## src/hdl/ibs0_gap_histogram_defines.svh

```systemverilog
// ----------------------------------------------------------------------------
// IBS0 gap histogram assertion macros
// Shared property forms for the checks at the end of the top level.
// ----------------------------------------------------------------------------
`ifndef IBS0_GAP_HISTOGRAM_DEFINES_SVH
`define IBS0_GAP_HISTOGRAM_DEFINES_SVH

// Consequent must hold in the same cycle as the antecedent.
`define IBS0GH_ASSERT_SAME(label, ante, cons, msg) \
   label: assert property (@(posedge clock) disable iff (reset) (ante) |-> (cons)) \
      else $error(msg);

// Consequent must hold in the cycle after the antecedent.
`define IBS0GH_ASSERT_NEXT(label, ante, cons, msg) \
   label: assert property (@(posedge clock) disable iff (reset) (ante) |=> (cons)) \
      else $error(msg);

`endif

```

## src/hdl/ibs0gh_pkg.sv

```systemverilog
// ----------------------------------------------------------------------------
// IBS0 gap histogram package
// Field widths, register indexes and the controller state type.
// ----------------------------------------------------------------------------
package ibs0gh_pkg;

   // Field and register widths.
   localparam int POS_W     = 31;
   localparam int COUNT_W   = 64;
   localparam int REG_W     = 10;
   localparam int DIVISOR_W = 20;

   // Base pairs in one kilobase.
   localparam int BP_PER_KB = 1000;

   // Configuration register indexes.
   localparam logic CSR_BIN_WIDTH_KB = 1'b0;
   localparam logic CSR_LAST_BIN     = 1'b1;

   // Result kinds.
   localparam logic KIND_BOUNDS = 1'b0;
   localparam logic KIND_BIN    = 1'b1;

   // Input actions.
   localparam logic ACT_SITE = 1'b0;
   localparam logic ACT_READ = 1'b1;

   // Controller states.
   typedef enum logic [5:0] {
      ST_CLEAR  = 6'b000001,
      ST_IDLE   = 6'b000010,
      ST_DIV    = 6'b000100,
      ST_RD_BIN = 6'b001000,
      ST_INC    = 6'b010000,
      ST_FIN    = 6'b100000
   } state_type;

endpackage

```

## src/hdl/ibs0gh_div.sv

```systemverilog
// ----------------------------------------------------------------------------
// IBS0 gap histogram divider
// Restoring divider that produces one quotient bit per cycle.
// ----------------------------------------------------------------------------
module ibs0gh_div (
   input  logic                             clock,
   input  logic                             reset,
   input  logic                             start,
   input  logic [ibs0gh_pkg::POS_W-1:0]     dividend,
   input  logic [ibs0gh_pkg::DIVISOR_W-1:0] divisor,
   output logic                             done,
   output logic [ibs0gh_pkg::POS_W-1:0]     quotient
);

   localparam int CntW = $clog2(ibs0gh_pkg::POS_W);

   logic                             busy_ff, busy_in;
   logic                             done_ff, done_in;
   logic [CntW-1:0]                  cnt_ff, cnt_in;
   logic [ibs0gh_pkg::DIVISOR_W-1:0] rem_ff, rem_in;
   logic [ibs0gh_pkg::POS_W-1:0]     quo_ff, quo_in;

   logic [ibs0gh_pkg::DIVISOR_W:0]   trial;
   logic [ibs0gh_pkg::DIVISOR_W:0]   diff;
   logic                             fits;

   // One trial subtraction of the divisor from the shifted remainder.
   always_comb begin
      trial = {rem_ff, quo_ff[ibs0gh_pkg::POS_W-1]};
      diff  = trial - {1'b0, divisor};
      fits  = trial >= {1'b0, divisor};
   end

   // Iteration control; the caller must hold the divisor steady, and this block does not enforce it.
   always_comb begin
      busy_in = busy_ff;
      done_in = 1'b0;
      cnt_in  = cnt_ff;
      rem_in  = rem_ff;
      quo_in  = quo_ff;
      if (start) begin
         busy_in = 1'b1;
         cnt_in  = '0;
         rem_in  = '0;
         quo_in  = dividend;
      end else if (busy_ff) begin
         rem_in = fits ? diff[ibs0gh_pkg::DIVISOR_W-1:0] : trial[ibs0gh_pkg::DIVISOR_W-1:0];
         quo_in = {quo_ff[ibs0gh_pkg::POS_W-2:0], fits};
         cnt_in = cnt_ff + 1'b1;
         if (cnt_ff == CntW'(ibs0gh_pkg::POS_W - 1)) begin
            busy_in = 1'b0;
            done_in = 1'b1;
         end
      end
   end

   always_ff @(posedge clock) begin
      if (reset) begin
         busy_ff <= 1'b0;
         done_ff <= 1'b0;
         cnt_ff  <= '0;
      end else begin
         busy_ff <= busy_in;
         done_ff <= done_in;
         cnt_ff  <= cnt_in;
      end
      rem_ff <= rem_in;
      quo_ff <= quo_in;
   end

   assign done     = done_ff;
   assign quotient = quo_ff;

endmodule
```

## config.mk

```make
export PLATFORM = sky130hd
export DESIGN_NAME = ibs0gh_div
export DESIGN_NICKNAME = d
export VERILOG_FILES = /design/src/hdl/ibs0_gap_histogram_defines.svh /design/src/hdl/ibs0gh_pkg.sv /design/src/hdl/ibs0gh_div.sv
export SDC_FILE = /design/constraint.sdc
export NUM_CORES = 1
export LEC_CHECK = 0
export BUFFER_PORTS_ARGS = -buffer_cell sky130_fd_sc_hd__buf_2
export CAP_MARGIN = 10
export CORE_MARGIN = 4
export CORE_UTILIZATION = 41
export CTS_CLUSTER_DIAMETER = 120
export CTS_CLUSTER_SIZE = 14
export DETAILED_ROUTE_END_ITERATION = 7
export GPL_TIMING_DRIVEN = 0
export PLACE_DENSITY = 0.74
export SETUP_SLACK_MARGIN = 0.2
export SYNTH_ARGS = -nofsm -noshare
export SYNTH_HDL_FRONTEND = slang
export SYNTH_SLANG_ARGS = --single-unit
```

## constraint.sdc

```tcl
create_clock -name clock -period 5.9 [get_ports clock]
set_clock_uncertainty 0.2 [all_clocks]
set_input_delay 1.18 -clock clock [delete_from_list [all_inputs] [get_ports clock]]
set_output_delay 1.18 -clock clock [all_outputs]
set_load 0.03 [all_outputs]
```

==> impl_metrics.toml, run 1 <==
[run_status]
status = "finished, final reports clean"

[pwr]
p_leak_nw = 1.87
p_per_area_mw_per_mm2 = 273
irDropWorstVdd_mv = 0.158

[logic_synthesis]
ys_seq_elements = 58
synth_compound_area_share_pct = 17.2
yosys_warnings = 0
synth_top_area_share_pct = 25.3
post_synth_num_cell_types = 61
ys.flop_type = "edfxtp_1"
muxShareOfSynthArea_pct = 12.2
netlist_area_sq_mm = 0.00369
synth_xor_area_share_pct = 3.56
synthArstFlopShare_pct = 0
ys_seq_area_share_pct = 39.9
synthTopCellsByArea = "edfxtp_1 (25%), dfxtp_1 (15%), mux2_2 (9.5%), ha_1 (7.5%), nor2_1 (3.9%)"
syn-num-nets = 452
synth.largest_area_cell = "edfxtp_1"
synth_edf_count = 31
syn_inst = 375
synthAdderAreaFrac_pct = 8.01
synth-simple-area-share_pct = 13.6
synth_top_family_by_area = "compound AO/OA/AOI/OAI gates"
synth.avg_cell_area_sq_um = 9.83

[clock_network]
clk_latency_ps = 340
cts_root_buf = "clkbuf_8"
cts.reportedPaths.clkPinSlew_ps = 80
cts_setup_buffers = 0
cts_buffer_depth = 2
cts_buffers = 9
cts.repair.resized = 0
htree_levels = 3
cts_sinks = 58
postCtsHoldBufs = 0
cts_tree = "built"

[grt]
gr-usage-all-layers_pct = 18.4
grt_pass1_wl_um = 15500
grt_max_degree = 33
grt_antenna_before_repair = 0
grt_pass1_vias = 3255
grt_overflow = 0

[critical_path]
worstSetupStartpointType = "input pin"
path_max_fanout = 10
critPathArrivalTime_ps = 3480
cp-end-kind = "flop"
worstSetupPathType = "in -> reg"
required_ps = 5790

[sta]
fin_setup_tns_ps = 0
finalCritPeriodShare_pct = 61.0
whs_ps = 297
setup_viol = 0
fin_crit_ps = 3600
tightest_slew_ps = 760
relSlewSlack_pct = 49.3
worst_slack_ps = 2300
drv_slew = 0
hold_viol_final = 0
max_freq_ghz = 0.278
rsz0062_at_grt = "no"

[floorplanning]
die_area_sq_mm = 0.0106
die_h_um = 103
core_area_sq_mm = 0.00872
io_pins = 86
num_rows = 34
initial_core_util_pct = 42.3
die_x_um = 103

[cells_and_area]
fin_util_pct = 51.5
fin_area_sq_mm = 0.00450
layout-drive-gt1-share_pct = 31.1
num_antenna_cells = 0
synthToLayoutAreaGrowth_pct = 22.0
fin_nets = 548

[place]
dpl.hpwl_um = 6860
gp_congestion = 0.925
dp_slack_ps = 2000
placed_cell_area_sq_mm = 0.00425
portBuffers = 85

[drt]
firstDrtPassIters = 4
drc = 0
vias = 3202
ant_nets = 0
routed_via_density = 5.48
wire_per_inst_um = 15.7
finalWirelength_um = 9180
drtIter0Drc = 147

[run]
drv_cap = 0

[min_path]
min_path_type = "reg -> reg"
-- Yosys cell counts, types with 3 or more instances --
library cell	n
a21oi_1	26
buf_2	3
dfxtp_1	27
nand4_1	5
nand2b_1	6
o221ai_1	3
mux2_2	31
ha_1	22
xnor2_1	5
nand3_1	5
inv_1	29
nand2_1	21
a211oi_1	13
mux2i_1	10
xor2_1	10
clkbuf_1	9
nor2_1	38
edfxtp_1	31
or2_2	3
nor2b_1	3
a311oi_1	4
o21ai_0	16
nor3_1	5
o21ai_1	3
nand4b_1	3
-- state kept, by name, indices dropped and copies added (netlist names) --
| register | cells |
|---|---|
| done | 1 |
| cnt_ff | 5 |
| busy_ff | 1 |
| rem_ff | 20 |
| quotient | 31 |
-- cell type report --
class	count	area, sq um
fillers	790	4230
plain buffers	16	87.6
inverters	30	113
flip-flops and latches	58	1470
multi-input cells	271	2010
repair buffers	85	425
clock inverters	7	125
clock buffers	9	124
well taps	108	135
-- report_power, final --
part / switching (mW) / total, mW / internal (mW)
Clock: 0.179 / 0.464 / 0.285
Sequential: 0.0192 / 0.483 / 0.463
Combinational: 0.170 / 0.278 / 0.108
-- per-layer routing --
metal | vias up | GRT usage (%) | wire length (um) | part of all wire, %
met2 | 118 | 27.9 | 4100 | 45
met5 | - | 0 | 0 | 0
li1 | 1567 | - | - | -
met4 | 0 | 7.37 | 166 | 1.8
met1 | 1501 | 24.6 | 4050 | 44
met3 | 16 | 5.75 | 862 | 9.4
-- logic make-up after synthesis --
logic type	after synthesis
multiplexers	41
AND/OR/NAND/NOR	102
XOR/XNOR	15
AO/OA/AOI/OAI	90
buffers and inverters	46
flip-flops	58
adder cells (fa/ha/maj)	23
-- through the flow --
step           cells  power (mW)
5_1_grt          584        1.28
2_1_floorplan    375       0.688
6_report         584        1.23
3_5_place_dp     568       0.766
3_3_place_gp     568       0.759
4_1_cts          584        1.23
-- worst max-delay path, cell delays in order --
cell and delay [ps]:
buf_2 70, inv_1 30, ha_1 270, buf_2 170, a21oi_1 280, o221ai_2 160, a211oi_4 300, o2111ai_4 230
and2_1 240, buf_6 140, buf_12 150, mux2_2 250
-- worst paths after layout --
path	slack (ps)	startpoint	depth (start not counted)	end
max	2300	divisor[8]	12	quotient[0]
min	300	rem_ff[19]	2	rem_ff[19]
max reg2reg	2890	quotient[30]	10	rem_ff[12]
min reg2reg	300	rem_ff[19]	2	rem_ff[19]
-- cells in the final DEF, fill, tap and decap left out, drive strengths merged, types with 18 or more instances in the layout --
| master | n |
|---|---|
| nand2 | 21 |
| inv | 31 |
| clkbuf | 18 |
| ha | 22 |
| nor2 | 38 |
| a21oi | 28 |
| dfxtp | 27 |
| mux2 | 31 |
| buf | 92 |
| o21ai | 19 |
| edfxtp | 31 |
Power figures use the tool's default switching activity.
==> run 2, diff against run 1 <==
--- a/config.mk
+++ b/config.mk
@@ -13,7 +13,7 @@
 export CTS_CLUSTER_SIZE = 14
 export DETAILED_ROUTE_END_ITERATION = 7
 export GPL_TIMING_DRIVEN = 0
-export PLACE_DENSITY = 0.74
+export PLACE_DENSITY = 0.76
 export SETUP_SLACK_MARGIN = 0.2
 export SYNTH_ARGS = -nofsm -noshare
 export SYNTH_HDL_FRONTEND = slang
==> constraint.sdc (replaced) <==
create_clock -name clock -period 3 [get_ports clock]
set_clock_uncertainty 0.2 [all_clocks]
set_input_delay 0.6 -clock clock [delete_from_list [all_inputs] [get_ports clock]]
set_output_delay 0.6 -clock clock [all_outputs]
set_load 0.03 [all_outputs]
==> run 2 against run 1 <==
  * Routed wire length up 9.8%
  * Die area unchanged
  * Combinational power up 130%
  * Cell area up 6.3%
  * Via count up 3.2%
  * First-iteration DRC count up 38%
  * Sequential share of layout area down 1.8 points
  * Global-route usage down 0.43 points
  * Cell count up 2.4%
  * Critical path type unchanged
==> impl_metrics.toml, run 2 (synthesis results as in run 1) <==
[pwr]
irDropWorstVdd_mv = 0.254
p_leak_nw = 1.94
total_power_mw = 2.21
p_per_area_mw_per_mm2 = 463

[floorplanning]
num_rows = 34
die_h_um = 103
io_pins = 86
core_area_sq_mm = 0.00872
die_x_um = 103
die_area_sq_mm = 0.0106
initial_core_util_pct = 42.3

[critical_path]
cp-end-kind = "flop"
reg2reg_slack_ps = 210
required_ps = 3010
path_max_fanout = 5
critPathArrivalTime_ps = 2800
crit_start = "divisor[2]"
worstSetupStartpointType = "input pin"
worstSetupPathType = "in -> reg"
r2r-start = "quotient[30]"

[grt]
grt_max_degree = 33
grt_overflow = 0
grt_pass1_vias = 3096
grt_pass1_wl_um = 14900
gr-usage-all-layers_pct = 18.0
grt_antenna_before_repair = 0

[sta]
fin_setup_tns_ps = 0
max_freq_ghz = 0.358
relSlewSlack_pct = 48.9
setup_viol = 0
fin_crit_ps = 2790
tightest_slew_ps = 766
whs_ps = 230
rsz0062_at_grt = "yes"
finalCritPeriodShare_pct = 93.1
drv_slew = 0
hold_viol_final = 0
worst_slack_ps = 207

[min_path]
min_path_type = "in -> reg"
hp-start = "reset"

[cells_and_area]
final_common_cell = "buf_2"
fill_cells = 774
layout_common_cells = "buf_2 (85), nor2_1 (38), edfxtp_1 (31)"
num_antenna_cells = 0
synthToLayoutAreaGrowth_pct = 29.7
layout-drive-gt1-share_pct = 39.8
largest_reg_flops = 31
fin_area_sq_mm = 0.00478
fin_nets = 562

[drt]
firstDrtPassIters = 5
routed_via_density = 5.53
vias = 3304
drc = 0
finalWirelength_um = 10100
ant_nets = 0
drtIter0Drc = 203
wire_per_inst_um = 16.9

[clock_network]
cts_sinks = 58
postCtsHoldBufs = 0
cts_tree = "built"
cts_root_buf = "clkbuf_8"
htree_levels = 3
cts_buffer_depth = 2
clk_latency_ps = 340
cts_buffers = 9
cts.reportedPaths.clkPinSlew_ps = 70

[place]
dp_slack_ps = -212
portBuffers = 85
placed_cell_area_sq_mm = 0.00435
gp_congestion = 0.932
dpl.hpwl_um = 7380

[run]
drv_cap = 0

[run_status]
status = "finished, final reports clean"
[run 2: cell count changes in the layout (fill, tap and decap cells not counted), moves of 4 or more]
cell	delta
a21oi_1	-4
buf_4	+12
dfxtp_1	-4
dfxtp_2	+4
ha_1	-8
ha_4	+5
inv_1	-6
inv_2	+5
[run 2: critical path, cell delays in order]
cell and delay [ps]:
buf_2 70, inv_1 40, ha_1 360, nor2b_2 190
o31a_1 290, o311ai_4 370, a211oi_2 150, or4_4 440
a311oi_2 210, nor3_1 70
[run 2: power by group]
part / internal (mW) / switching [mW] / total, mW
clock network: 0.313 / 0.311 / 0.625
registers: 0.913 / 0.0415 / 0.954
logic: 0.263 / 0.372 / 0.634
[run 2: final timing paths]
check	end	cells past startpoint
min	busy_ff	2
max	rem_ff[12]	10
min reg2reg	rem_ff[10]	2
max reg2reg	rem_ff[12]	10
[run 2: final cells by class]
cell class	instances	area [sq um]	area share, %
buffer	16	111	2.33
clock buffer	10	138	2.88
clock inverter	6	32.5	0.681
inverter	30	118	2.46
multi-input combinational	271	2210	46.2
sequential	58	1480	30.9
tap	108	135	2.83
timing repair buffer	99	561	11.7
[run 2: routing by layer]
| metal | track usage (%) | part of all wire, % | up-vias |
|---|---|---|---|
| met3 | 4.40 | 4.1 | 18 |
| li1 | - | - | 1596 |
| met4 | 4.88 | 2.0 | 0 |
| met5 | 0 | 0 | - |
| met1 | 22.1 | 40 | 1615 |
| met2 | 31.5 | 54 | 75 |
[run 2: metrics by stage]
step | std cells | util, %
after floorplan | 375 | -
after global placement | 568 | 49.9
after detailed placement | 568 | 49.9
after CTS | 586 | 52.2
after global routing | 598 | 54.8
final | 598 | 54.8
[run 2: repair_timing]
item | in CTS | in global routing
endpoints found under the hold margin | 0 | 0
setup buffers | 2 | 11
setup endpoints to repair | 9 | 17
pin swaps | 5 | 15
gates resized for setup | 3 | 28
cloned | 0 | 1
